[src/hw/rtl/pixel_packetizer_crc8_core_macros.svh]
// ----------------------------------------------------------------------------
// Assertion macros for the pixel packetizer core
// Clocked concurrent assertions with asynchronous reset disable.
// ----------------------------------------------------------------------------
`ifndef PIXEL_PACKETIZER_CRC8_CORE_MACROS_SVH
`define PIXEL_PACKETIZER_CRC8_CORE_MACROS_SVH

// Check a property at every rising edge outside reset
`define PKT_ASSERT(lbl, clk, rst_n, prop) \
	lbl: assert property (@(posedge clk) disable iff (!rst_n) prop) \
		else $error("pixel_packetizer_crc8_core: property violated");

// Check that an implication's consequent holds in the cycle after its antecedent
`define PKT_ASSERT_NEXT(lbl, clk, rst_n, ante, cons) \
	lbl: assert property (@(posedge clk) disable iff (!rst_n) (ante) |=> (cons)) \
		else $error("pixel_packetizer_crc8_core: sequence violated");

`endif

[src/hw/rtl/pkt_crc8_pkg.sv]
// ----------------------------------------------------------------------------
// Pixel packetizer package
// Field widths, the result record and the byte-wide reflected CRC-32 update.
// ----------------------------------------------------------------------------
`default_nettype none

package pkt_crc8_pkg;

	localparam int unsigned BYTE_W   = 8;
	localparam int unsigned PKTNUM_W = 10;
	localparam int unsigned POSOUT_W = 6;

	localparam logic [31:0] CRC_POLY = 32'hEDB8_8320;
	localparam logic [31:0] CRC_INIT = 32'hFFFF_FFFF;

	// One result transaction
	typedef struct packed {
		logic [BYTE_W-1:0]   sample_byte;
		logic [PKTNUM_W-1:0] packet_number;
		logic [POSOUT_W-1:0] position;
		logic                end_of_packet;
		logic [BYTE_W-1:0]   check_byte;
		logic                end_of_image;
	} frame_t;

	// Advance the reflected CRC-32 register by one byte
	function automatic logic [31:0] crc_byte(input logic [31:0] crc,
	                                         input logic [BYTE_W-1:0] b);
		logic [31:0] c;
		c = crc ^ {24'h0, b};
		for (int k = 0; k < 8; k++) begin
			c = c[0] ? ((c >> 1) ^ CRC_POLY) : (c >> 1);
		end
		return c;
	endfunction

endpackage

`default_nettype wire

[src/hw/rtl/pixel_packetizer_crc8_core.sv]
// ----------------------------------------------------------------------------
// Pixel packetizer with truncated CRC-32 packet check
// Keeps the first channel of each pixel, frames samples into numbered packets
// and emits the low CRC-32 byte on the last sample of each packet.
// ----------------------------------------------------------------------------
// Takes one RGBA byte per cycle, sustained, whenever the result side keeps up;
// three of every four bytes (BYTES_PER_PIXEL-1 of BYTES_PER_PIXEL) are dropped
// and only the first channel yields a result transaction. A kept byte reaches
// the output through one input register, then the
// byte-wide CRC update and counter compare, then the result register. A
// stalled result blocks the input only once the input register also holds a
// kept byte. The packet CRC is the zlib CRC-32 over the samples of the packet.
// ----------------------------------------------------------------------------
`default_nettype none

module pixel_packetizer_crc8_core #(
	parameter int unsigned PACKET_BYTES    = 64,
	parameter int unsigned PACKET_TOTAL    = 1024,
	parameter int unsigned BYTES_PER_PIXEL = 4
) (
	input  wire logic                              clk,
	input  wire logic                              arst_n,
	input  wire logic                              raw_valid,
	output logic                                   raw_ready,
	input  wire logic [pkt_crc8_pkg::BYTE_W-1:0]   raw_byte,
	output logic                                   sample_valid,
	input  wire logic                              sample_ready,
	output logic [pkt_crc8_pkg::BYTE_W-1:0]        sample_byte,
	output logic [pkt_crc8_pkg::PKTNUM_W-1:0]      packet_number,
	output logic [pkt_crc8_pkg::POSOUT_W-1:0]      position,
	output logic                                   end_of_packet,
	output logic [pkt_crc8_pkg::BYTE_W-1:0]        check_byte,
	output logic                                   end_of_image
);
	import pkt_crc8_pkg::*;

	logic              vld_s1;
	logic [BYTE_W-1:0] raw_s1;
	logic              out_vld_q;
	frame_t            res_q;

	logic   keep;
	frame_t res_d;
	logic   out_free;
	logic   s1_adv;
	logic   accept;

	pkt_crc8_framer #(
		.PACKET_BYTES    (PACKET_BYTES),
		.PACKET_TOTAL    (PACKET_TOTAL),
		.BYTES_PER_PIXEL (BYTES_PER_PIXEL)
	) u_framer (
		.clk     (clk),
		.arst_n  (arst_n),
		.advance (s1_adv),
		.data    (raw_s1),
		.keep    (keep),
		.res     (res_d)
	);

	// Move the staged byte on: dropped bytes always, kept ones when output is free
	always_comb begin
		out_free  = !out_vld_q || sample_ready;
		s1_adv    = vld_s1 && (!keep || out_free);
		raw_ready = !vld_s1 || s1_adv;
		accept    = raw_valid && raw_ready;
	end

	// Input register
	always_ff @(posedge clk or negedge arst_n) begin
		if (!arst_n) begin
			vld_s1 <= 1'b0;
		end else if (accept) begin
			vld_s1 <= 1'b1;
		end else if (s1_adv) begin
			vld_s1 <= 1'b0;
		end
	end

	always_ff @(posedge clk) begin
		if (accept) begin
			raw_s1 <= raw_byte;
		end
	end

	// Result register: load a kept byte, drop the valid once taken
	always_ff @(posedge clk or negedge arst_n) begin
		if (!arst_n) begin
			out_vld_q <= 1'b0;
		end else if (s1_adv && keep) begin
			out_vld_q <= 1'b1;
		end else if (sample_ready) begin
			out_vld_q <= 1'b0;
		end
	end

	always_ff @(posedge clk) begin
		if (s1_adv && keep) begin
			res_q <= res_d;
		end
	end

	// Drive the result transaction
	assign sample_valid  = out_vld_q;
	assign sample_byte   = res_q.sample_byte;
	assign packet_number = res_q.packet_number;
	assign position      = res_q.position;
	assign end_of_packet = res_q.end_of_packet;
	assign check_byte    = res_q.check_byte;
	assign end_of_image  = res_q.end_of_image;

`include "pixel_packetizer_crc8_core_macros.svh"

	`PKT_ASSERT(a_eoi_in_eop, clk, arst_n, out_vld_q && res_q.end_of_image |-> res_q.end_of_packet)
	`PKT_ASSERT(a_check_zero, clk, arst_n, out_vld_q && !res_q.end_of_packet |-> res_q.check_byte == '0)
	`PKT_ASSERT_NEXT(a_kept_held, clk, arst_n, vld_s1 && keep && !out_free, vld_s1 && keep && raw_s1 == $past(raw_s1))

endmodule

`default_nettype wire

[src/hw/rtl/pkt_crc8_framer.sv]
// ----------------------------------------------------------------------------
// Pixel packetizer framing state
// Tracks channel phase, sample position, packet number and the packet CRC;
// forms the result record for the byte presented and updates on advance.
// ----------------------------------------------------------------------------
`default_nettype none

module pkt_crc8_framer #(
	parameter int unsigned PACKET_BYTES    = 64,
	parameter int unsigned PACKET_TOTAL    = 1024,
	parameter int unsigned BYTES_PER_PIXEL = 4
) (
	input  wire logic                           clk,
	input  wire logic                           arst_n,
	input  wire logic                           advance,
	input  wire logic [pkt_crc8_pkg::BYTE_W-1:0] data,
	output logic                                keep,
	output pkt_crc8_pkg::frame_t                res
);
	import pkt_crc8_pkg::*;

	localparam int unsigned PH_W  = (BYTES_PER_PIXEL > 1) ? $clog2(BYTES_PER_PIXEL) : 1;
	localparam int unsigned POS_W = (PACKET_BYTES > 1) ? $clog2(PACKET_BYTES) : 1;
	localparam int unsigned PKT_W = (PACKET_TOTAL > 1) ? $clog2(PACKET_TOTAL) : 1;

	logic [PH_W-1:0]  phase_q;
	logic [POS_W-1:0] pos_q;
	logic [PKT_W-1:0] pkt_q;
	logic [31:0]      crc_q;

	logic [31:0] crc_next;
	logic        eop;
	logic        eoi;
	logic        last_phase;

	// Decode the current byte against the framing state
	always_comb begin
		last_phase = (phase_q == PH_W'(BYTES_PER_PIXEL - 1));
		keep       = (phase_q == '0);
		crc_next   = crc_byte(crc_q, data);
		eop        = (pos_q == POS_W'(PACKET_BYTES - 1));
		eoi        = eop && (pkt_q == PKT_W'(PACKET_TOTAL - 1));

		res.sample_byte   = data;
		res.packet_number = PKTNUM_W'(pkt_q);
		res.position      = POSOUT_W'(pos_q);
		res.end_of_packet = eop;
		res.check_byte    = eop ? ~crc_next[BYTE_W-1:0] : '0;
		res.end_of_image  = eoi;
	end

	// Advance phase on every byte; counters and CRC on kept bytes only
	always_ff @(posedge clk or negedge arst_n) begin
		if (!arst_n) begin
			phase_q <= '0;
			pos_q   <= '0;
			pkt_q   <= '0;
			crc_q   <= CRC_INIT;
		end else if (advance) begin
			phase_q <= last_phase ? '0 : phase_q + 1'b1;
			if (keep) begin
				if (eop) begin
					crc_q <= CRC_INIT;
					pos_q <= '0;
					pkt_q <= eoi ? '0 : pkt_q + 1'b1;
				end else begin
					crc_q <= crc_next;
					pos_q <= pos_q + 1'b1;
				end
			end
		end
	end

endmodule

`default_nettype wire

[config.mk]
export PLATFORM = sky130hd
export DESIGN_NAME = pixel_packetizer_crc8_core
export DESIGN_NICKNAME = d
export VERILOG_FILES = /design/src/hw/rtl/pkt_crc8_pkg.sv /design/src/hw/rtl/pixel_packetizer_crc8_core.sv /design/src/hw/rtl/pkt_crc8_framer.sv
export VERILOG_INCLUDE_DIRS = /design/src /design/src/hw/rtl
export SDC_FILE = /design/constraint.sdc
export NUM_CORES = 1
export LEC_CHECK = 0
export BUFFER_PORTS_ARGS = -buffer_cell sky130_fd_sc_hd__buf_2
export CAP_MARGIN = 0
export CELL_PAD_IN_SITES_DETAIL_PLACEMENT = 0
export CELL_PAD_IN_SITES_GLOBAL_PLACEMENT = 1
export CORE_ASPECT_RATIO = 0.8
export CORE_MARGIN = 1.5
export CORE_UTILIZATION = 43
export DETAILED_ROUTE_END_ITERATION = 12
export PLACE_DENSITY_LB_ADDON = 0.1
export SLEW_MARGIN = 20
export SYNTH_ARGS = -nofsm -noshare
export SYNTH_HDL_FRONTEND = slang
export SYNTH_HIERARCHICAL = 1
export SYNTH_SLANG_ARGS = --single-unit
[constraint.sdc]
create_clock -name clk -period 2.6 [get_ports clk]
set_input_delay 0 -clock clk [delete_from_list [all_inputs] [get_ports clk]]
set_output_delay 0 -clock clk [all_outputs]
set_load 0.02 [all_outputs]
==> metrics.txt <==
# TYPE chip_impl_metric gauge
chip_impl_info{name="run_status",value="finished, final reports clean"} 1
chip_impl_metric{name="antenna_found_initial",unit=""} 0
chip_impl_metric{name="routed_via_density",unit=""} 4.79
chip_impl_metric{name="initial_cell_density_of_the_core",unit="%"} 44.7
chip_impl_metric{name="synthDistinctLibCells",unit=""} 36
chip_impl_metric{name="path_buf_inv",unit=""} 2
chip_impl_metric{name="synthesized_netlist_net_count",unit=""} 346
chip_impl_metric{name="worst_pin_slew",unit="ns"} 0.693
chip_impl_metric{name="total_power",unit="mW"} 7.80
chip_impl_metric{name="drt_pre_antenna_iters",unit=""} 4
chip_impl_metric{name="synth-seq-area-share",unit="%"} 59.5
chip_impl_metric{name="drcViolationCount",unit=""} 0
chip_impl_metric{name="number_of_warnings_issued_by_yosys",unit=""} 6
chip_impl_metric{name="timing_max_transition_violations_final",unit=""} 0
chip_impl_metric{name="period_needed",unit="ns"} 2.23
chip_impl_info{name="synth.largest_area_cell",value="edfxtp_1"} 1
chip_impl_metric{name="postRouteAntennaNets",unit=""} 0
chip_impl_metric{name="clock-skew-final",unit="ns"} 0.00654
chip_impl_metric{name="leakagePower",unit="nW"} 2.05
chip_impl_metric{name="total_core_area",unit="mm^2"} 0.00977
chip_impl_metric{name="die_width",unit="um"} 116
chip_impl_info{name="tritoncts",value="done"} 1
chip_impl_metric{name="cts.htree.levels",unit=""} 3
chip_impl_info{name="ctsRootBufferMaster",value="clkbuf_16"} 1
chip_impl_metric{name="drt-total-wl",unit="mm"} 7.87
chip_impl_metric{name="detail_route.iter0.violations",unit=""} 121
chip_impl_metric{name="routedWlPerCell",unit="um"} 14.9
chip_impl_metric{name="largest_net_degree_at_the_start_of_global_routing",unit=""} 38
chip_impl_metric{name="timing.final.hold_violations",unit=""} 0
chip_impl_info{name="timing.hold.worst.class",value="input port to register"} 1
chip_impl_metric{name="top_area_cell_type_share_of_the_netlist_area",unit="%"} 28.9
chip_impl_metric{name="placement.cell_area",unit="mm^2"} 0.00475
chip_impl_metric{name="post_cts_resize_count",unit=""} 0
chip_impl_metric{name="dieArea",unit="mm^2"} 0.0108
chip_impl_metric{name="worst_ep_required_time",unit="ns"} 2.82
chip_impl_metric{name="num-fill-cells",unit=""} 885
chip_impl_metric{name="design_area",unit="mm^2"} 0.00515
chip_impl_info{name="criticalPathCategory",value="register to register"} 1
chip_impl_info{name="unrepaired_setup_endpoints_after_global_routing",value="no"} 1
chip_impl_metric{name="fin_tns_setup",unit="ns"} 0
chip_impl_metric{name="crit_fanout",unit=""} 37
chip_impl_metric{name="max-slew-margin-rel",unit="%"} 53.8
chip_impl_info{name="cpLargestDelayFamily",value="compound AO/OA/AOI/OAI gates"} 1
chip_impl_metric{name="place.gp.congestion",unit=""} 0.733
chip_impl_metric{name="power_density",unit="mW/mm^2"} 1510
chip_impl_metric{name="post_route_fraction_of_the_period_consumed_by_the_critical_path",unit="%"} 85.7
chip_impl_metric{name="arrival",unit="ns"} 2.45
chip_impl_metric{name="max_cap_violations",unit=""} 0
chip_impl_metric{name="worst_skew_pair.late_latency",unit="ns"} 0.34
chip_impl_metric{name="number_of_synthesized_flops_with_an_enable_pin",unit=""} 42
chip_impl_metric{name="critical_path.max_stage_delay",unit="ns"} 0.39
chip_impl_metric{name="placement_setup_slack",unit="ns"} 0.348
chip_impl_metric{name="num-nets-final",unit=""} 405
chip_impl_metric{name="tritoncts.num_buffers",unit=""} 9
chip_impl_metric{name="grt_first_pass_wirelength",unit="mm"} 13.1
chip_impl_info{name="cp_cell_sequence",value="inv_1 -> ha_1 -> a21boi_1 -> and2_1 -> buf_4 -> nand4_1 -> o21a_1 -> o21ai_0 -> o31ai_1"} 1
chip_impl_metric{name="clkSinkCount",unit=""} 94
chip_impl_metric{name="vdd.ir_drop.worst",unit="uV"} 904
chip_impl_metric{name="finalSetupViolCount",unit=""} 0
chip_impl_metric{name="globalRoute.totalOverflow",unit=""} 0
chip_impl_metric{name="synth_area_per_cell",unit="um^2"} 13.2
chip_impl_metric{name="placed_cells_incl_taps",unit=""} 503
chip_impl_metric{name="yosys_register_bits",unit=""} 94
chip_impl_metric{name="syn-cell-area",unit="mm^2"} 0.00437
chip_impl_metric{name="floorplan.die.height",unit="um"} 93.2
chip_impl_metric{name="grtUsageTotal",unit="%"} 16.5
chip_impl_info{name="library_cell_with_the_highest_instance_count_after_synthesis",value="xnor2_1"} 1
chip_impl_metric{name="boundaryPins",unit=""} 48
chip_impl_metric{name="stdcell_count",unit=""} 530
chip_impl_metric{name="syn-instance-count",unit=""} 330
chip_impl_metric{name="maxClockFrequency",unit="MHz"} 449
chip_impl_metric{name="total_half_perimeter_wirelength_after_legalization_and_detailed_placement",unit="mm"} 5.33
chip_impl_metric{name="placement_rows",unit=""} 32
chip_impl_metric{name="routed-via-count",unit=""} 2540
chip_impl_metric{name="antenna-diode-count",unit=""} 0
chip_impl_metric{name="cts_buffer_depth",unit=""} 2
chip_impl_info{name="synth_top_flop_cell",value="edfxtp_1"} 1
chip_impl_info{name="cpMaxStageDelayCell",value="buf_4"} 1
chip_impl_metric{name="area_growth_from_synthesis_to_layout",unit="%"} 17.9
chip_impl_metric{name="final_layout_size_suffix_gt1_share",unit="%"} 30.2
chip_impl_info{name="setup.worst_path.start_class",value="register"} 1
chip_impl_metric{name="setup_slack_of_the_critical_path_after_layout",unit="ns"} 0.371
chip_impl_metric{name="ys_async_sr_fraction",unit="%"} 55.3
chip_impl_metric{name="clk_pin_slew",unit="ns"} 0.07
chip_impl_metric{name="via_count_of_the_first_global_routing_pass",unit=""} 2545
chip_impl_metric{name="buffer_ports.inserted",unit=""} 47
chip_impl_info{name="setup.worst_path.end_class",value="register"} 1
chip_impl_info{name="synth.top_cells.by_count",value="47 x xnor2_1, 42 x edfxtp_1, 39 x nor2_1"} 1
chip_impl_metric{name="cts_post_setup_buffers_inserted",unit=""} 0
chip_impl_info{name="synthTopCellsByArea",value="edfxtp_1 29%, dfstp_2 19%, dfrtp_1 11%"} 1
-- through the flow --
step / utilization (%) / hold WS (ns)
floorplan: - / -0.296
global placement: 48.6 / 0.0917
detailed placement: 48.6 / 0.0976
CTS: 52.7 / 0.145
global route: 52.7 / 0.170
finish: 52.7 / 0.160
-- per-layer routing --
metal  up-vias  track usage (%)  share of wire [%]
met5         -                0                  0
met4         0             7.32                1.9
met3        10             4.08                3.3
met2        43             25.5                 47
met1      1252             22.0                 47
li1       1235                -                  -
-- final timing paths --
check | to | cells after the start | slack [ns] | from
setup / recovery | u_framer/pos_q[5] | 9 | 0.37 | u_framer/phase_q[0]
hold / removal | sample_valid | 3 | 0.16 | sample_ready
setup reg to reg | u_framer/pos_q[5] | 9 | 0.37 | u_framer/phase_q[0]
hold reg to reg | u_framer/crc_q[12] | 2 | 0.51 | u_framer/crc_q[12]
max in group asynchronous | u_framer/crc_q[2] | 3 | 1.62 | arst_n
min in group asynchronous | u_framer/pkt_q[4] | 2 | 0.24 | arst_n
-- kinds of logic (layout without fill, tap and decap cells) --
kind of cell | Yosys count | in the layout | share of synthesized area, %
adders and majority gates | 4 | 4 | 1.15
buffers and inverters | 21 | 85 | 2.66
DFF | 94 | 94 | 59.5
AOI/OAI and AO/OA | 47 | 47 | 6.44
xor gates and xnor gates | 81 | 81 | 21.2
and+or+nand+nor | 83 | 83 | 8.99
-- state kept, by name (all words and copies together), names as in the netlist --
| name | count |
|---|---|
| check_byte | 8 |
| packet_number | 10 |
| end_of_image | 1 |
| u_framer/phase_q | 2 |
| end_of_packet | 1 |
| u_framer/crc_q | 32 |
| raw_s1 | 8 |
| sample_valid | 1 |
| u_framer/pos_q | 6 |
| position | 6 |
| vld_s1 | 1 |
| sample_byte | 8 |
| u_framer/pkt_q | 10 |
-- worst register-to-register path: cells and delay by family, from the launching register on --
family / cells / cell delay, ns
AO/OA/AOI/OAI: 4 / 0.57
buffers and inverters: 2 / 0.46
AND/OR/NAND/NOR: 2 / 0.44
flip-flops: 1 / 0.38
adder cells (fa/ha/maj): 1 / 0.27
-- area by class of cell --
type                       instances  area, um^2  area share, %
sequential                        94        2600           50.5
multi-input combinational        215        1660           32.2
timing repair buffer              66         418           8.11
clock buffer                      10         229           4.44
tap                              136         170           3.30
clock inverter                     6        61.3           1.19
inverter                           3        11.3          0.219
-- placed cells by master (no fill, tap or decap), drive strengths merged, types with 2 or more instances in the layout --
cell and count:
xnor2 56, buf 55, edfxtp 42, nor2 39
dfstp 32, a21oi 25, xor2 24, dfrtp 20
nand2 18, dlygate4sd3 11, clkbuf 10, o22a 8
nand3 7, o21ai 7, nand4 6, ha 4
inv 4, and3 3, o31ai 3, clkinv 3
nand2b 2, and2 2
-- power by group --
part	total (mW)	internal (mW)	switching (mW)
Clock	1.29	0.744	0.550
Sequential	2.53	2.22	0.314
Combinational	3.98	1.84	2.13
-- what timing repair did --
item | CTS | global route
endpoints found under the hold margin | 29 | 0
setup endpoints to repair | 0 | 0
hold buffers | 11 | 0
(Power assumes the default switching activity.)
